--- config.mk ---
export PLATFORM = sky130hd
export DESIGN_NAME = bitmap_block_pool_allocator_core
export DESIGN_NICKNAME = d
export VERILOG_FILES = /design/src/hdl/bbpa_pkg.sv /design/src/hdl/bitmap_block_pool_allocator_core.sv
export SDC_FILE = /design/constraint.sdc
export NUM_CORES = 2
export LEC_CHECK = 0
export ABC_AREA = 1
export BUFFER_PORTS_ARGS = -buffer_cell sky130_fd_sc_hd__buf_2
export CORE_MARGIN = 1
export CORE_UTILIZATION = 50
export DETAILED_ROUTE_END_ITERATION = 7
export PLACE_DENSITY = 0.74
export SLEW_MARGIN = 20
export SYNTH_ARGS = -nofsm -noshare
export SYNTH_HDL_FRONTEND = slang
export SYNTH_SLANG_ARGS = --single-unit
export TNS_END_PERCENT = 1
--- constraint.sdc ---
create_clock -name clk -period 5.4 [get_ports clk]
set_input_delay 0.27 -clock clk [delete_from_list [all_inputs] [get_ports clk]]
set_output_delay 0.27 -clock clk [all_outputs]
set_load 0.01 [all_outputs]
--- src/hdl/bbpa_pkg.sv ---
// Shared constants of the bitmap block pool allocator: default sizes,
// register indexes and result status codes.
// No dependencies.
`default_nettype none

package bbpa_pkg;

	// default pool geometry
	localparam int MAX_UNITS_DEF = 1024;
	localparam int WORD_BITS_DEF = 32;

	// field widths
	localparam int ADDR_W   = 32;
	localparam int SIZE_W   = 16;
	localparam int COUNT_W  = 11;
	localparam int INDEX_W  = 10;
	localparam int STATUS_W = 2;
	localparam int CFG_IDX_W = 2;

	// configuration register indexes
	localparam logic [CFG_IDX_W-1:0] REG_BASE_ADDRESS = 2'd0;
	localparam logic [CFG_IDX_W-1:0] REG_POOL_BYTES   = 2'd1;
	localparam logic [CFG_IDX_W-1:0] REG_UNIT_SIZE    = 2'd2;
	localparam logic [CFG_IDX_W-1:0] REG_UNIT_COUNT   = 2'd3;

	// register reset values
	localparam logic [ADDR_W-1:0]  BASE_ADDRESS_RST = 32'd0;
	localparam logic [ADDR_W-1:0]  POOL_BYTES_RST   = 32'd1024;
	localparam logic [SIZE_W-1:0]  UNIT_SIZE_RST    = 16'd1;
	localparam logic [COUNT_W-1:0] UNIT_COUNT_RST   = 11'd1024;

	// opcodes
	localparam logic OP_ALLOC = 1'b0;
	localparam logic OP_FREE  = 1'b1;

	// result status codes
	localparam logic [STATUS_W-1:0] STATUS_OK        = 2'd0;
	localparam logic [STATUS_W-1:0] STATUS_EXHAUSTED = 2'd1;
	localparam logic [STATUS_W-1:0] STATUS_OUTSIDE   = 2'd2;
	localparam logic [STATUS_W-1:0] STATUS_BEYOND    = 2'd3;

endpackage

`default_nettype wire

--- src/hdl/bitmap_block_pool_allocator_core.sv ---
// Bitmap block pool allocator: free bitmap memory, word scan for allocate,
// serial divider for the free address to unit mapping.
// Depends on bbpa_pkg.
//
// Channel  | Direction | Handshake            | Payload
// ---------+-----------+----------------------+----------------------------------
// request  | in        | start, busy          | opcode, free_address
// result   | out       | done (one-cycle)     | status, unit_index, unit_address
// config   | in        | cfg_valid, cfg_ready | cfg_index, cfg_data
//
// Allocate reads the bitmap one word per cycle, the check of a word overlapping the next
// read, up to 32 words with the default geometry; a found unit then passes ST_MUL and
// ST_ADD before done. Exhausted status ends the scan when every word read is empty, when
// the first non-empty word holds only bits past the count, or before any read with a zero count.
// Free runs 32 steps of the radix-2 divider (offset / unit size) and then a
// read-modify-write of the bitmap word; it ends after the divider when the index is beyond
// the count, and straight from idle when the address is outside the pool. WORD_BITS must be a power of two.
// The bitmap needs no clearing pass: per-word valid bits, cleared by reset,
// make a never-written word read as all free. cfg_ready is always high.
// done is a one-cycle strobe; the receiver cannot stall it.
`default_nettype none

module bitmap_block_pool_allocator_core #(
	parameter int MAX_UNITS = bbpa_pkg::MAX_UNITS_DEF,
	parameter int WORD_BITS = bbpa_pkg::WORD_BITS_DEF
) (
	input  wire                                 clk,
	input  wire                                 arst_n,
	// request
	input  wire                                 start,
	output logic                                busy,
	input  wire                                 opcode,
	input  wire  [bbpa_pkg::ADDR_W-1:0]         free_address,
	// result
	output logic                                done,
	output logic [bbpa_pkg::STATUS_W-1:0]       status,
	output logic [bbpa_pkg::INDEX_W-1:0]        unit_index,
	output logic [bbpa_pkg::ADDR_W-1:0]         unit_address,
	// configuration
	input  wire                                 cfg_valid,
	output logic                                cfg_ready,
	input  wire  [bbpa_pkg::CFG_IDX_W-1:0]      cfg_index,
	input  wire  [bbpa_pkg::ADDR_W-1:0]         cfg_data
);

	localparam int MAP_WORDS = (MAX_UNITS + WORD_BITS - 1) / WORD_BITS;
	localparam int AW        = (MAP_WORDS > 1) ? $clog2(MAP_WORDS) : 1;
	localparam int BW        = $clog2(WORD_BITS);
	localparam int IDX_W     = $clog2(MAX_UNITS);
	localparam int UW        = $clog2(MAX_UNITS + WORD_BITS + 1);
	localparam int CW        = (UW > bbpa_pkg::COUNT_W) ? UW : bbpa_pkg::COUNT_W;
	localparam int DIV_STEPS = bbpa_pkg::ADDR_W;
	localparam int DIV_CW    = $clog2(DIV_STEPS);

	// sequencer states
	localparam logic [2:0] ST_IDLE    = 3'd0;
	localparam logic [2:0] ST_SCAN    = 3'd1;
	localparam logic [2:0] ST_MUL     = 3'd2;
	localparam logic [2:0] ST_ADD     = 3'd3;
	localparam logic [2:0] ST_DIV1    = 3'd4;
	localparam logic [2:0] ST_FREE_RD = 3'd6;
	localparam logic [2:0] ST_FREE_WR = 3'd7;

	// configuration registers
	logic [bbpa_pkg::ADDR_W-1:0]  base_address_q;
	logic [bbpa_pkg::ADDR_W-1:0]  pool_bytes_q;
	logic [bbpa_pkg::SIZE_W-1:0]  unit_size_q;
	logic [bbpa_pkg::COUNT_W-1:0] unit_count_q;

	// sequencer and datapath registers
	logic [2:0]                   state_q;
	logic [AW-1:0]                rd_w_q;
	logic [CW-1:0]                rd_base_q;
	logic                         issued_s1;
	logic [AW-1:0]                chk_w_s1;
	logic [CW-1:0]                chk_base_s1;
	logic [IDX_W-1:0]             idx_q;
	logic [bbpa_pkg::ADDR_W-1:0]  prod_s1;
	logic [bbpa_pkg::ADDR_W-1:0]  dvd_q;
	logic [bbpa_pkg::SIZE_W-1:0]  rem_q;
	logic [bbpa_pkg::SIZE_W-1:0]  dvs_q;
	logic [DIV_CW-1:0]            div_cnt_q;
	logic                         done_q;
	logic [bbpa_pkg::STATUS_W-1:0] status_q;
	logic [bbpa_pkg::INDEX_W-1:0] index_q;
	logic [bbpa_pkg::ADDR_W-1:0]  address_q;

	// bitmap memory
	logic [WORD_BITS-1:0]         map_mem [MAP_WORDS];
	logic [MAP_WORDS-1:0]         word_vld_q;
	logic [WORD_BITS-1:0]         rd_data_s1;
	logic                         rd_vld_s1;
	logic                         mem_rd;
	logic [AW-1:0]                mem_raddr;
	logic                         mem_wr;
	logic [AW-1:0]                mem_waddr;
	logic [WORD_BITS-1:0]         mem_wdata;

	// combinational
	logic [bbpa_pkg::SIZE_W-1:0]  eff_size;
	logic [CW-1:0]                cnt_ext;
	logic [CW-1:0]                cnt_eff;
	logic [WORD_BITS-1:0]         word_eff;
	logic [BW-1:0]                low_bit;
	logic [CW-1:0]                idx_alloc;
	logic                         found_hit;
	logic                         issue;
	logic                         accept;
	logic                         addr_low;
	logic [bbpa_pkg::ADDR_W:0]    pool_end;
	logic                         addr_high;
	logic [bbpa_pkg::SIZE_W:0]    rem_sh;
	logic                         div_ge;
	logic [bbpa_pkg::SIZE_W-1:0]  rem_next;
	logic [bbpa_pkg::ADDR_W-1:0]  dvd_next;
	logic                         div_last;

	assign cfg_ready    = 1'b1;
	assign busy         = (state_q != ST_IDLE);
	assign done         = done_q;
	assign status       = status_q;
	assign unit_index   = index_q;
	assign unit_address = address_q;
	assign accept       = start && !busy;

	// configuration writes
	always_ff @(posedge clk or negedge arst_n) begin
		if (!arst_n) begin
			base_address_q <= bbpa_pkg::BASE_ADDRESS_RST;
			pool_bytes_q   <= bbpa_pkg::POOL_BYTES_RST;
			unit_size_q    <= bbpa_pkg::UNIT_SIZE_RST;
			unit_count_q   <= bbpa_pkg::UNIT_COUNT_RST;
		end else if (cfg_valid && cfg_ready) begin
			unique case (cfg_index)
				bbpa_pkg::REG_BASE_ADDRESS: base_address_q <= cfg_data;
				bbpa_pkg::REG_POOL_BYTES:   pool_bytes_q   <= cfg_data;
				bbpa_pkg::REG_UNIT_SIZE:    unit_size_q    <= cfg_data[bbpa_pkg::SIZE_W-1:0];
				bbpa_pkg::REG_UNIT_COUNT:   unit_count_q   <= cfg_data[bbpa_pkg::COUNT_W-1:0];
				default: ;
			endcase
		end
	end

	// effective unit size and count (zero size acts as one, count clamps)
	assign eff_size = (unit_size_q == '0) ? bbpa_pkg::SIZE_W'(1) : unit_size_q;
	assign cnt_ext  = CW'(unit_count_q);
	assign cnt_eff  = (cnt_ext > CW'(MAX_UNITS)) ? CW'(MAX_UNITS) : cnt_ext;

	// free address range check, end taken without wrap
	assign addr_low  = free_address < base_address_q;
	assign pool_end  = {1'b0, base_address_q} + {1'b0, pool_bytes_q};
	assign addr_high = {1'b0, free_address} >= pool_end;

	// bitmap word as read; a never-written word is all free
	assign word_eff = rd_vld_s1 ? rd_data_s1 : '1;

	// lowest set bit of the checked word
	always_comb begin
		low_bit = '0;
		for (int i = WORD_BITS - 1; i >= 0; i--) begin
			if (word_eff[i]) low_bit = BW'(i);
		end
	end

	assign idx_alloc = chk_base_s1 + CW'(low_bit);
	assign found_hit = (state_q == ST_SCAN) && issued_s1 && (word_eff != '0);
	assign issue     = (state_q == ST_SCAN) && (rd_base_q < cnt_eff) && !found_hit;

	// one restoring divider step
	assign rem_sh   = {rem_q, dvd_q[bbpa_pkg::ADDR_W-1]};
	assign div_ge   = rem_sh >= {1'b0, dvs_q};
	assign rem_next = div_ge ? bbpa_pkg::SIZE_W'(rem_sh - {1'b0, dvs_q})
	                         : rem_sh[bbpa_pkg::SIZE_W-1:0];
	assign dvd_next = {dvd_q[bbpa_pkg::ADDR_W-2:0], div_ge};
	assign div_last = (div_cnt_q == DIV_CW'(DIV_STEPS - 1));

	// memory port control
	always_comb begin
		mem_rd    = issue || (state_q == ST_FREE_RD);
		mem_raddr = (state_q == ST_SCAN) ? rd_w_q : dvd_q[AW-1:0];
		mem_wr    = 1'b0;
		mem_waddr = chk_w_s1;
		mem_wdata = word_eff & ~(WORD_BITS'(1) << low_bit);
		if (found_hit && (idx_alloc < cnt_eff)) begin
			mem_wr = 1'b1;
		end else if (state_q == ST_FREE_WR) begin
			mem_wr    = 1'b1;
			mem_waddr = dvd_q[AW-1:0];
			mem_wdata = word_eff | (WORD_BITS'(1) << rem_q[BW-1:0]);
		end
	end

	// bitmap RAM, one read and one write port, registered read
	always_ff @(posedge clk) begin
		if (mem_wr) map_mem[mem_waddr] <= mem_wdata;
		if (mem_rd) begin
			rd_data_s1 <= map_mem[mem_raddr];
			rd_vld_s1  <= word_vld_q[mem_raddr];
		end
	end

	// per-word written marks
	always_ff @(posedge clk or negedge arst_n) begin
		if (!arst_n) begin
			word_vld_q <= '0;
		end else if (mem_wr) begin
			word_vld_q[mem_waddr] <= 1'b1;
		end
	end

	// request sequencer
	always_ff @(posedge clk or negedge arst_n) begin
		if (!arst_n) begin
			state_q     <= ST_IDLE;
			rd_w_q      <= '0;
			rd_base_q   <= '0;
			issued_s1   <= 1'b0;
			chk_w_s1    <= '0;
			chk_base_s1 <= '0;
			idx_q       <= '0;
			prod_s1     <= '0;
			dvd_q       <= '0;
			rem_q       <= '0;
			dvs_q       <= '0;
			div_cnt_q   <= '0;
			done_q      <= 1'b0;
			status_q    <= bbpa_pkg::STATUS_OK;
			index_q     <= '0;
			address_q   <= '0;
		end else begin
			done_q <= 1'b0;
			unique case (state_q)
				ST_IDLE: begin
					if (accept) begin
						if (opcode == bbpa_pkg::OP_ALLOC) begin
							rd_w_q    <= '0;
							rd_base_q <= '0;
							issued_s1 <= 1'b0;
							state_q   <= ST_SCAN;
						end else if (addr_low || addr_high) begin
							done_q    <= 1'b1;
							status_q  <= bbpa_pkg::STATUS_OUTSIDE;
							index_q   <= '0;
							address_q <= '0;
						end else begin
							dvd_q     <= free_address - base_address_q;
							rem_q     <= '0;
							dvs_q     <= eff_size;
							div_cnt_q <= '0;
							state_q   <= ST_DIV1;
						end
					end
				end
				ST_SCAN: begin
					// read one word a cycle, check the word read the cycle before
					issued_s1   <= issue;
					chk_w_s1    <= rd_w_q;
					chk_base_s1 <= rd_base_q;
					if (issue) begin
						rd_w_q    <= rd_w_q + AW'(1);
						rd_base_q <= rd_base_q + CW'(WORD_BITS);
					end
					if (found_hit) begin
						if (idx_alloc < cnt_eff) begin
							idx_q   <= IDX_W'(idx_alloc);
							state_q <= ST_MUL;
						end else begin
							done_q    <= 1'b1;
							status_q  <= bbpa_pkg::STATUS_EXHAUSTED;
							index_q   <= '0;
							address_q <= '0;
							state_q   <= ST_IDLE;
						end
					end else if (!issued_s1 && (rd_base_q >= cnt_eff)) begin
						done_q    <= 1'b1;
						status_q  <= bbpa_pkg::STATUS_EXHAUSTED;
						index_q   <= '0;
						address_q <= '0;
						state_q   <= ST_IDLE;
					end
				end
				ST_MUL: begin
					prod_s1 <= 32'(eff_size) * 32'(idx_q);
					state_q <= ST_ADD;
				end
				ST_ADD: begin
					done_q    <= 1'b1;
					status_q  <= bbpa_pkg::STATUS_OK;
					index_q   <= bbpa_pkg::INDEX_W'(idx_q);
					address_q <= base_address_q + prod_s1;
					state_q   <= ST_IDLE;
				end
				ST_DIV1: begin
					// offset / unit size, one quotient bit a cycle
					if (!div_last) begin
						dvd_q     <= dvd_next;
						rem_q     <= rem_next;
						div_cnt_q <= div_cnt_q + DIV_CW'(1);
					end else if (dvd_next >= 32'(cnt_eff)) begin
						done_q    <= 1'b1;
						status_q  <= bbpa_pkg::STATUS_BEYOND;
						index_q   <= '0;
						address_q <= '0;
						state_q   <= ST_IDLE;
					end else begin
						// word is the index shifted down, bit is its low part
						idx_q     <= IDX_W'(dvd_next);
						dvd_q     <= dvd_next >> BW;
						rem_q     <= bbpa_pkg::SIZE_W'(dvd_next[BW-1:0]);
						div_cnt_q <= '0;
						state_q   <= ST_FREE_RD;
					end
				end
				ST_FREE_RD: begin
					state_q <= ST_FREE_WR;
				end
				ST_FREE_WR: begin
					done_q    <= 1'b1;
					status_q  <= bbpa_pkg::STATUS_OK;
					index_q   <= bbpa_pkg::INDEX_W'(idx_q);
					address_q <= '0;
					state_q   <= ST_IDLE;
				end
				default: state_q <= ST_IDLE;
			endcase
		end
	end

`ifndef NO_ASSERTIONS
	// a failed request reports zero index and address
	ast_fail_zero: assert property (@(posedge clk) disable iff (!arst_n)
		done && (status != bbpa_pkg::STATUS_OK) |-> (unit_index == '0) && (unit_address == '0))
		else $error("failed request with nonzero index or address");

	// result strobe only once the sequencer is back to idle
	ast_done_idle: assert property (@(posedge clk) disable iff (!arst_n)
		done |-> !busy)
		else $error("result strobe while busy");

	// an accepted request either starts work or answers at once
	ast_accept_progress: assert property (@(posedge clk) disable iff (!arst_n)
		start && !busy |=> busy || done)
		else $error("accepted request dropped");

	// bitmap writes only from the allocate scan or the free write-back
	ast_write_state: assert property (@(posedge clk) disable iff (!arst_n)
		mem_wr |-> (state_q == ST_SCAN) || (state_q == ST_FREE_WR))
		else $error("bitmap write outside scan or free write-back");
`endif

endmodule

`default_nettype wire
# ---- After elaboration in Yosys (flattened, before gate mapping)
# Memory sizes are Yosys's and may differ from the RTL's. A register that Yosys moved wholly into a read port is not among the register bits.
# Index checks and enable logic that the tools add are counted.
dict set report totals {
  reg_bits 310
  ramBits 1024
  in_bits 71
  mem_count 1
}
# name depth width read_ports rd_ports_with_merged_regs wr line
set mem_list {}
lappend mem_list {map_mem 32 32 1 1 1 bitmap_block_pool_allocator_core.sv:89} ;# logic [WORD_BITS-1:0] map_mem [MAP_WORDS];
dict set report classes {
  n_addsub 8
  mul 1
  magnitude_cmp 11
  eq_ne 25
  n_shift 2
  mux 128
  bitwise 5
  n_reduce_logical 36
}
# op count
set ops {}
lappend ops {{$mux W32} 16}
lappend ops {{$mux W5} 43}
lappend ops {{$pmux W32 S5} 1}
lappend ops {{$mux W10} 12}
lappend ops {{$mux W16} 7}
lappend ops {{$or A32 B32 Y32} 2}
lappend ops {{$pmux W32 S2} 1}
lappend ops {{$shl A1 B5 Y32 const A} 2}
lappend ops {{$mux W11} 4}
lappend ops {{$pmux W10 S4} 1}
lappend ops {{$add A32 B32 Y33} 1}
lappend ops {{$ge A32 B33 Y1} 1}
lappend ops {{$add A32 B26 Y32} 1}
lappend ops {{$and A32 B32 Y32} 1}
lappend ops {{$ge A32 B11 Y1} 1}
lappend ops {{$lt A32 B32 Y1} 1}
lappend ops {{$not A32 Y32} 1}
lappend ops {{$pmux W16 S2} 1}
lappend ops {{$reduce_bool A32 Y1} 1}
lappend ops {{$sub A32 B32 Y32} 1}
lappend ops {{$mul A16 B10 Y26} 1}
lappend ops {{$lt A11 B11 Y1} 2}
lappend ops {{$pmux W11 S2} 1}
lappend ops {{$mux W3} 7}
lappend ops {{other kinds (46)} 106}

# ---- Longest topological paths before layout
dict set report depth {
  word_depth 42
  depth_mapped 41
  mapped_depth_nobuf 41
}

# ---- Worst setup path after synthesis
# OpenSTA, ideal clock, no wires.
dict set report synth_timing {
  kind {register to register}
  start {reg idx_q[1]}
  end {reg prod_s1[24] (netlist bit)}
  arrival_ps 5527
  required_ps 5317
  path_slack_ps -210
  stages_incl_launch_ff 30
  n_path_buf 2
  synth_period_minus_slack_ps 5610
  path_cell_list {dfrtp_1 > clkbuf_1 > clkbuf_1 > nand2_1 > fa_1 > inv_1 > fa_1 > ha_1 > inv_1 > fa_1 > inv_1 > fa_1 > ha_1 > nand2_1 > o21ai_0 > nand3_1 > nand2_1 > nand3_1 > nand2_1 > a31oi_1 > inv_1 > a21oi_1 > o21ai_0 > a21oi_1 > o21ai_0 > a21oi_1 > nor2_1 > nor2_1 > xor2_1 > o21ai_0}
}
dict set report synth_via {
  elab_chain_len 1
}
# element line
set synth_lines {}
lappend synth_lines {{from (decl)} bitmap_block_pool_allocator_core.sv:77} ;# logic [IDX_W-1:0] idx_q;
lappend synth_lines {{from (signal assigned)} bitmap_block_pool_allocator_core.sv:265} ;# idx_q <= IDX_W'(idx_alloc);
lappend synth_lines {{from (signal assigned)} bitmap_block_pool_allocator_core.sv:307} ;# idx_q <= IDX_W'(dvd_next);
lappend synth_lines {{$mul A16 B10 Y26} bitmap_block_pool_allocator_core.sv:283} ;# prod_s1 <= 32'(eff_size) * 32'(idx_q);
lappend synth_lines {{to (signal assigned)} bitmap_block_pool_allocator_core.sv:283}
lappend synth_lines {{to (decl)} bitmap_block_pool_allocator_core.sv:78} ;# logic [bbpa_pkg::ADDR_W-1:0] prod_s1;
# Every way passes these cells.
# A chain may end at the register's enable or synchronous reset.

# ---- Worst setup path after layout
dict set report layout_timing {
  start {reg unit_size_q[8] (netlist bit)}
  end {reg prod_s1[24] (netlist bit)}
}
dict set report layout_via {
  elab_chain_len 3
}
# element line
set layout_lines {}
lappend layout_lines {{from (decl)} bitmap_block_pool_allocator_core.sv:67} ;# logic [bbpa_pkg::SIZE_W-1:0] unit_size_q;
lappend layout_lines {{from (signal assigned)} bitmap_block_pool_allocator_core.sv:131} ;# unit_size_q <= bbpa_pkg::UNIT_SIZE_RST;
lappend layout_lines {{from (signal assigned)} bitmap_block_pool_allocator_core.sv:137} ;# bbpa_pkg::REG_UNIT_SIZE: unit_size_q <= cfg_data[bbpa_pkg::SIZE_W-1:0];
lappend layout_lines {{$logic_not A16 Y1} bitmap_block_pool_allocator_core.sv:145} ;# assign eff_size = (unit_size_q == '0) ? bbpa_pkg::SIZE_W'(1) : unit_size_q;
lappend layout_lines {{$mux W16 *} bitmap_block_pool_allocator_core.sv:145}
lappend layout_lines {{$mul A16 B10 Y26 *} bitmap_block_pool_allocator_core.sv:283}
# Mark *: on every way between the ends. The rest lies on a longest branch, timed or not.

==> Flow_metrics.wiki <==
{| class="wikitable"
! Metric !! Value
|-
| Switching share of power || about two fifths
|-
| Asr flop ratio synth || 22.1%
|-
| Sequential fraction of the synthesis area || 59.8%
|-
| Power per standard cell area || ~520 mW/mm^2
|-
| Capture point of the critical path || prod_s1[24]
|-
| Transition time at the pin with the least slew margin || ~1.3 ns
|-
| Number of vias after detailed routing || between 40000 and 50000
|-
| Antenna fix cells || 0
|-
| Post-Route Skew || 0.0459 ns
|-
| Crit path launch || unit_size_q[8]
|-
| Die area || 0.133 mm^2
|-
| Placed cells || about 7900
|-
| Power spent charging and discharging nets || roughly 15 mW
|-
| Final hold vios || 0
|-
| Placer Congestion || between 0.9 and 1
|-
| Worst slack on hold paths || about 0.067 ns
|-
| Most area-consuming cells after synthesis || sky130_fd_sc_hd__edfxtp_1 48%, sky130_fd_sc_hd__dfrtp_1 11%, sky130_fd_sc_hd__o21ai_0 6.3%
|-
| H-tree Lvls || 4
|-
| Period utilization || 104%
|-
| Post-place setup slack || -0.337 ns
|-
| Hold Crit Class || in2reg
|-
| Initial core utilization || 50.5%
|-
| Count of maximum capacitance violations || 0
|-
| Seq cells post-synth || roughly 1400
|-
| Gr ovfl total || 0
|-
| Top-area cell type share of the netlist area || between 40% and 50%
|-
| Count of different cell masters after synthesis || 61
|-
| Cell area after technology mapping || 0.0656 mm^2
|-
| First-pass GRT wire length || roughly 280 mm
|-
| Largest fanout on the critical path || 3
|-
| Worst vdd ir || ~0.71 mV
|-
| Number of sinks on the clock net || about 1400
|-
| Fraction of power consumed by sequential logic || roughly a third
|-
| Most frequently used flop master after synthesis || sky130_fd_sc_hd__edfxtp_1
|-
| Core area || around 0.13 mm^2
|-
| Area share of and/or/nand/nor cells after synthesis || a little under an eighth
|-
| Post-Place Cell Area || 0.0700 mm^2
|-
| Reg2reg end || prod_s1[24]
|-
| Fraction of the mapped netlist area in adder cells || ~8%
|-
| Nature of the critical path endpoint || flop
|-
| Time the final worst path needs with I/O delays and setup || about 5.6 ns
|-
| Fraction of power consumed by the clock network || 24.9%
|-
| Fraction of synthesized cell area in xor and xnor cells || roughly 1.3%
|-
| Avg Inst Size Synth || between 10 and 15 um^2
|-
| Clock transition at the registers of the reported paths || ~0.070 ns
|-
| Ports placed on the boundary || between 100 and 150
|-
| Internal power component || 23.4 mW
|-
| TritonCTS clock tree || yes
|-
| Via count of the first global-routing pass || between 40000 and 50000
|-
| Fraction of the mapped netlist area in compound gates || 14.8%
|-
| RR Startpoint || unit_size_q[8]
|-
| Die width || between 300 and 400 um
|-
| Pin count of the biggest net entering global routing || around 200
|-
| Proportion of layout cells with a drive suffix above 1 || about an eighth
|-
| R2R setup slack || -0.22 ns
|-
| Average vias per placed instance || ~6
|-
| Count leader, synth || sky130_fd_sc_hd__edfxtp_1
|-
| Root buffer selected by CTS || sky130_fd_sc_hd__clkbuf_16
|-
| GRT Resource Usage Total || roughly 28%
|-
| Layout-stage area growth over the synthesis result || 14.6%
|-
| Largest family of logic cells by synthesized area || compound AO/OA/AOI/OAI gates
|-
| Die span in y || 364 um
|-
| Number of placement rows || 132
|-
| Most used standard cells in the synthesized netlist || 1057 x sky130_fd_sc_hd__edfxtp_1, 831 x sky130_fd_sc_hd__o21ai_0, 825 x sky130_fd_sc_hd__nand2_1
|-
| Headroom to the max-slew limit || between 10 and 15%
|-
| Cells after synthesis || around 6100
|-
| Violated checks || setup timing
|-
| Max Freq || 178 MHz
|-
| Required time of the critical path || between 6 and 7 ns
|-
| Number of max-slew violations in the final report || 0
|-
| Status || complete, but fails checks
|-
| Cell type contributing the most total cell area after synthesis || sky130_fd_sc_hd__edfxtp_1
|-
| Clock buffers created by TritonCTS || between 100 and 150
|-
| Remaining antenna violation count || 0
|-
| Critical path arrival || 6.27 ns
|-
| Count of flip-flops with a built-in enable after synthesis || between 1000 and 1500
|-
| Insertion delay to the later sink of the worst-skew pair || roughly 0.8 ns
|-
| Summed area of non-filler cells in the final layout || about 0.075 mm^2
|-
| Number of non-filler instances in the completed layout || roughly 8000
|-
| Antenna violations before repair || 7
|-
| Comb pwr share || between 40% and 50%
|-
| Unrepaired setup endpoints after global routing || true
|-
| DR iter-0 viols || 6225
|-
| Total Neg Setup Slack || -0.883 ns
|-
| Post-Synthesis Net Count || between 6000 and 7000
|-
| DP HPWL || approximately 120 mm
|-
| Crit path launch type || flop
|-
| Lkg Pwr || roughly 30 nW
|-
| Maximum buffer depth of the clock tree || 3
|-
| Port Buffers || around 120
|-
| Post-synthesis mux area share || 0%
|-
| DRC errors left || 0
|-
| PnR worst setup slack || -0.222 ns
|-
| TritonRoute pass-1 iters || 8
|-
| Final net count || about 6700
|-
| Setup Viol. Count Final || 14
|-
| Cells on worst reg2reg path || 27
|-
| Synthesis Warnings || 0
|-
| Wire length per cell || roughly 23 um
|-
| Sum of routed wire length over all layers || 188 mm
|-
| Critical Setup Path Class || reg2reg
|}
## timing repair
item,in CTS,in global routing
pin swaps,0,3
hold buffers,35,0
setup endpoints to repair,125,138
resized for setup,25,24
endpoints found under the hold margin,178,0
buffers inserted,0,1
## cell usage in the layout (no fill, tap or decap), types with 28 or more instances in the layout
cell / instances
sky130_fd_sc_hd__fa_1: 113
sky130_fd_sc_hd__o211ai_1: 49
sky130_fd_sc_hd__buf_2: 115
sky130_fd_sc_hd__nor2_1: 740
sky130_fd_sc_hd__a21oi_1: 200
sky130_fd_sc_hd__xor2_1: 58
sky130_fd_sc_hd__inv_1: 476
sky130_fd_sc_hd__nand3_1: 143
sky130_fd_sc_hd__xnor2_1: 37
sky130_fd_sc_hd__clkbuf_16: 142
sky130_fd_sc_hd__a21o_1: 34
sky130_fd_sc_hd__o21ai_0: 806
sky130_fd_sc_hd__clkbuf_1: 28
sky130_fd_sc_hd__o22ai_1: 46
sky130_fd_sc_hd__edfxtp_1: 1057
sky130_fd_sc_hd__nand2_1: 819
sky130_fd_sc_hd__o21ai_1: 38
sky130_fd_sc_hd__buf_4: 229
sky130_fd_sc_hd__dfrtp_1: 296
sky130_fd_sc_hd__buf_12: 51
sky130_fd_sc_hd__a31oi_1: 60
sky130_fd_sc_hd__a311oi_1: 34
sky130_fd_sc_hd__dlygate4sd3_1: 35
sky130_fd_sc_hd__o221ai_1: 228
sky130_fd_sc_hd__ha_1: 228
## worst min-delay path by stage
stage                           from           endpoint  slack, ns  cells past startpoint
detailed placement            arst_n           dvd_q[9]       0.36                      1
CTS                 free_address[19]          dvd_q[19]       0.02                      5
floorplan                     arst_n  base_address_q[0]      -0.03                      0
global placement              arst_n          dvd_q[12]       0.36                      1
global route        free_address[19]          dvd_q[19]       0.09                      5
finish              free_address[19]          dvd_q[19]       0.07                      5
## stage by stage
stage               power [mW]  utilization [%]
floorplan                 23.5                -
global placement          28.4             53.9
detailed placement        28.8             53.9
CTS                       38.6             57.8
global route              40.9             57.9
finish                    38.9             57.9
## power groups by stage
stage	sequential [mW]	combinational, mW	clock, mW
after floorplan	13.3	10.2	0
after global placement	13.5	14.9	0
after detailed placement	13.5	15.3	0
after CTS	13.3	15.5	9.73
after global routing	13.4	17.4	10.1
final	13.3	15.9	9.67
## final cells by class
class	instances	area [um^2]
Fill cell	10418	54700
Sequential cell	1356	39200
Multi-Input combinational cell	3898	23600
Clock buffer	176	3740
Timing Repair Buffer	431	3680
Tap cell	1742	2180
Inverter	496	1880
Clock inverter	75	830
## flip-flops by register name (all words and copies together), names as in the netlist, 11 cells and up
register	flops
map_mem	1024
base_address_q	32
dvd_q	32
pool_bytes_q	32
rd_data_s1	32
unit_address	32
word_vld_q	32
prod_s1	26
dvs_q	16
rem_q	16
unit_size_q	16
cnt_ext	11
## per-layer routing
metal / GRT usage [%] / up-vias / part of all wire (%)
li1: - / 22074 / -
met3: 5.52 / 502 / 10
met4: 13.1 / 4 / 4.4
met1: 37.3 / 23888 / 39
met5: 0 / - / 0.030
met2: 45.1 / 2677 / 46
## critical path, stage by stage, from the launching register on
cell                      delay, ns
sky130_fd_sc_hd__dfrtp_1       0.40
sky130_fd_sc_hd__nor4_2        0.28
sky130_fd_sc_hd__buf_4         0.15
sky130_fd_sc_hd__nand4_1       0.10
sky130_fd_sc_hd__nand2_2       0.15
sky130_fd_sc_hd__nand2_1       0.09
sky130_fd_sc_hd__fa_1          0.46
sky130_fd_sc_hd__fa_1          0.49
sky130_fd_sc_hd__inv_1         0.05
sky130_fd_sc_hd__fa_1          0.51
sky130_fd_sc_hd__fa_1          0.45
sky130_fd_sc_hd__fa_1          0.54
sky130_fd_sc_hd__ha_4          0.22
sky130_fd_sc_hd__a21oi_2       0.13
sky130_fd_sc_hd__nand2_1       0.09
sky130_fd_sc_hd__nand3_1       0.07
sky130_fd_sc_hd__nand2_1       0.08
sky130_fd_sc_hd__a31oi_2       0.20
sky130_fd_sc_hd__inv_1         0.08
sky130_fd_sc_hd__a21oi_2       0.13
sky130_fd_sc_hd__o21ai_2       0.08
sky130_fd_sc_hd__a21oi_2       0.17
sky130_fd_sc_hd__o21ai_2       0.08
sky130_fd_sc_hd__a21oi_2       0.11
sky130_fd_sc_hd__nor2_1        0.05
sky130_fd_sc_hd__nor2_1        0.11
sky130_fd_sc_hd__xor2_1        0.15
sky130_fd_sc_hd__o21ai_1       0.07
## cells by family (layout without fill, tap and decap cells)
group / after synthesis / count (layout)
AO/OA/AOI/OAI: 1608 / 1608
XOR/XNOR: 96 / 96
adder cells (fa/ha/maj): 345 / 345
buffers and inverters: 843 / 1178
flip-flops: 1356 / 1356
other: 2 / 2
AND/OR/NAND/NOR: 1847 / 1847
No activity file was read; power rests on OpenSTA's default activity.
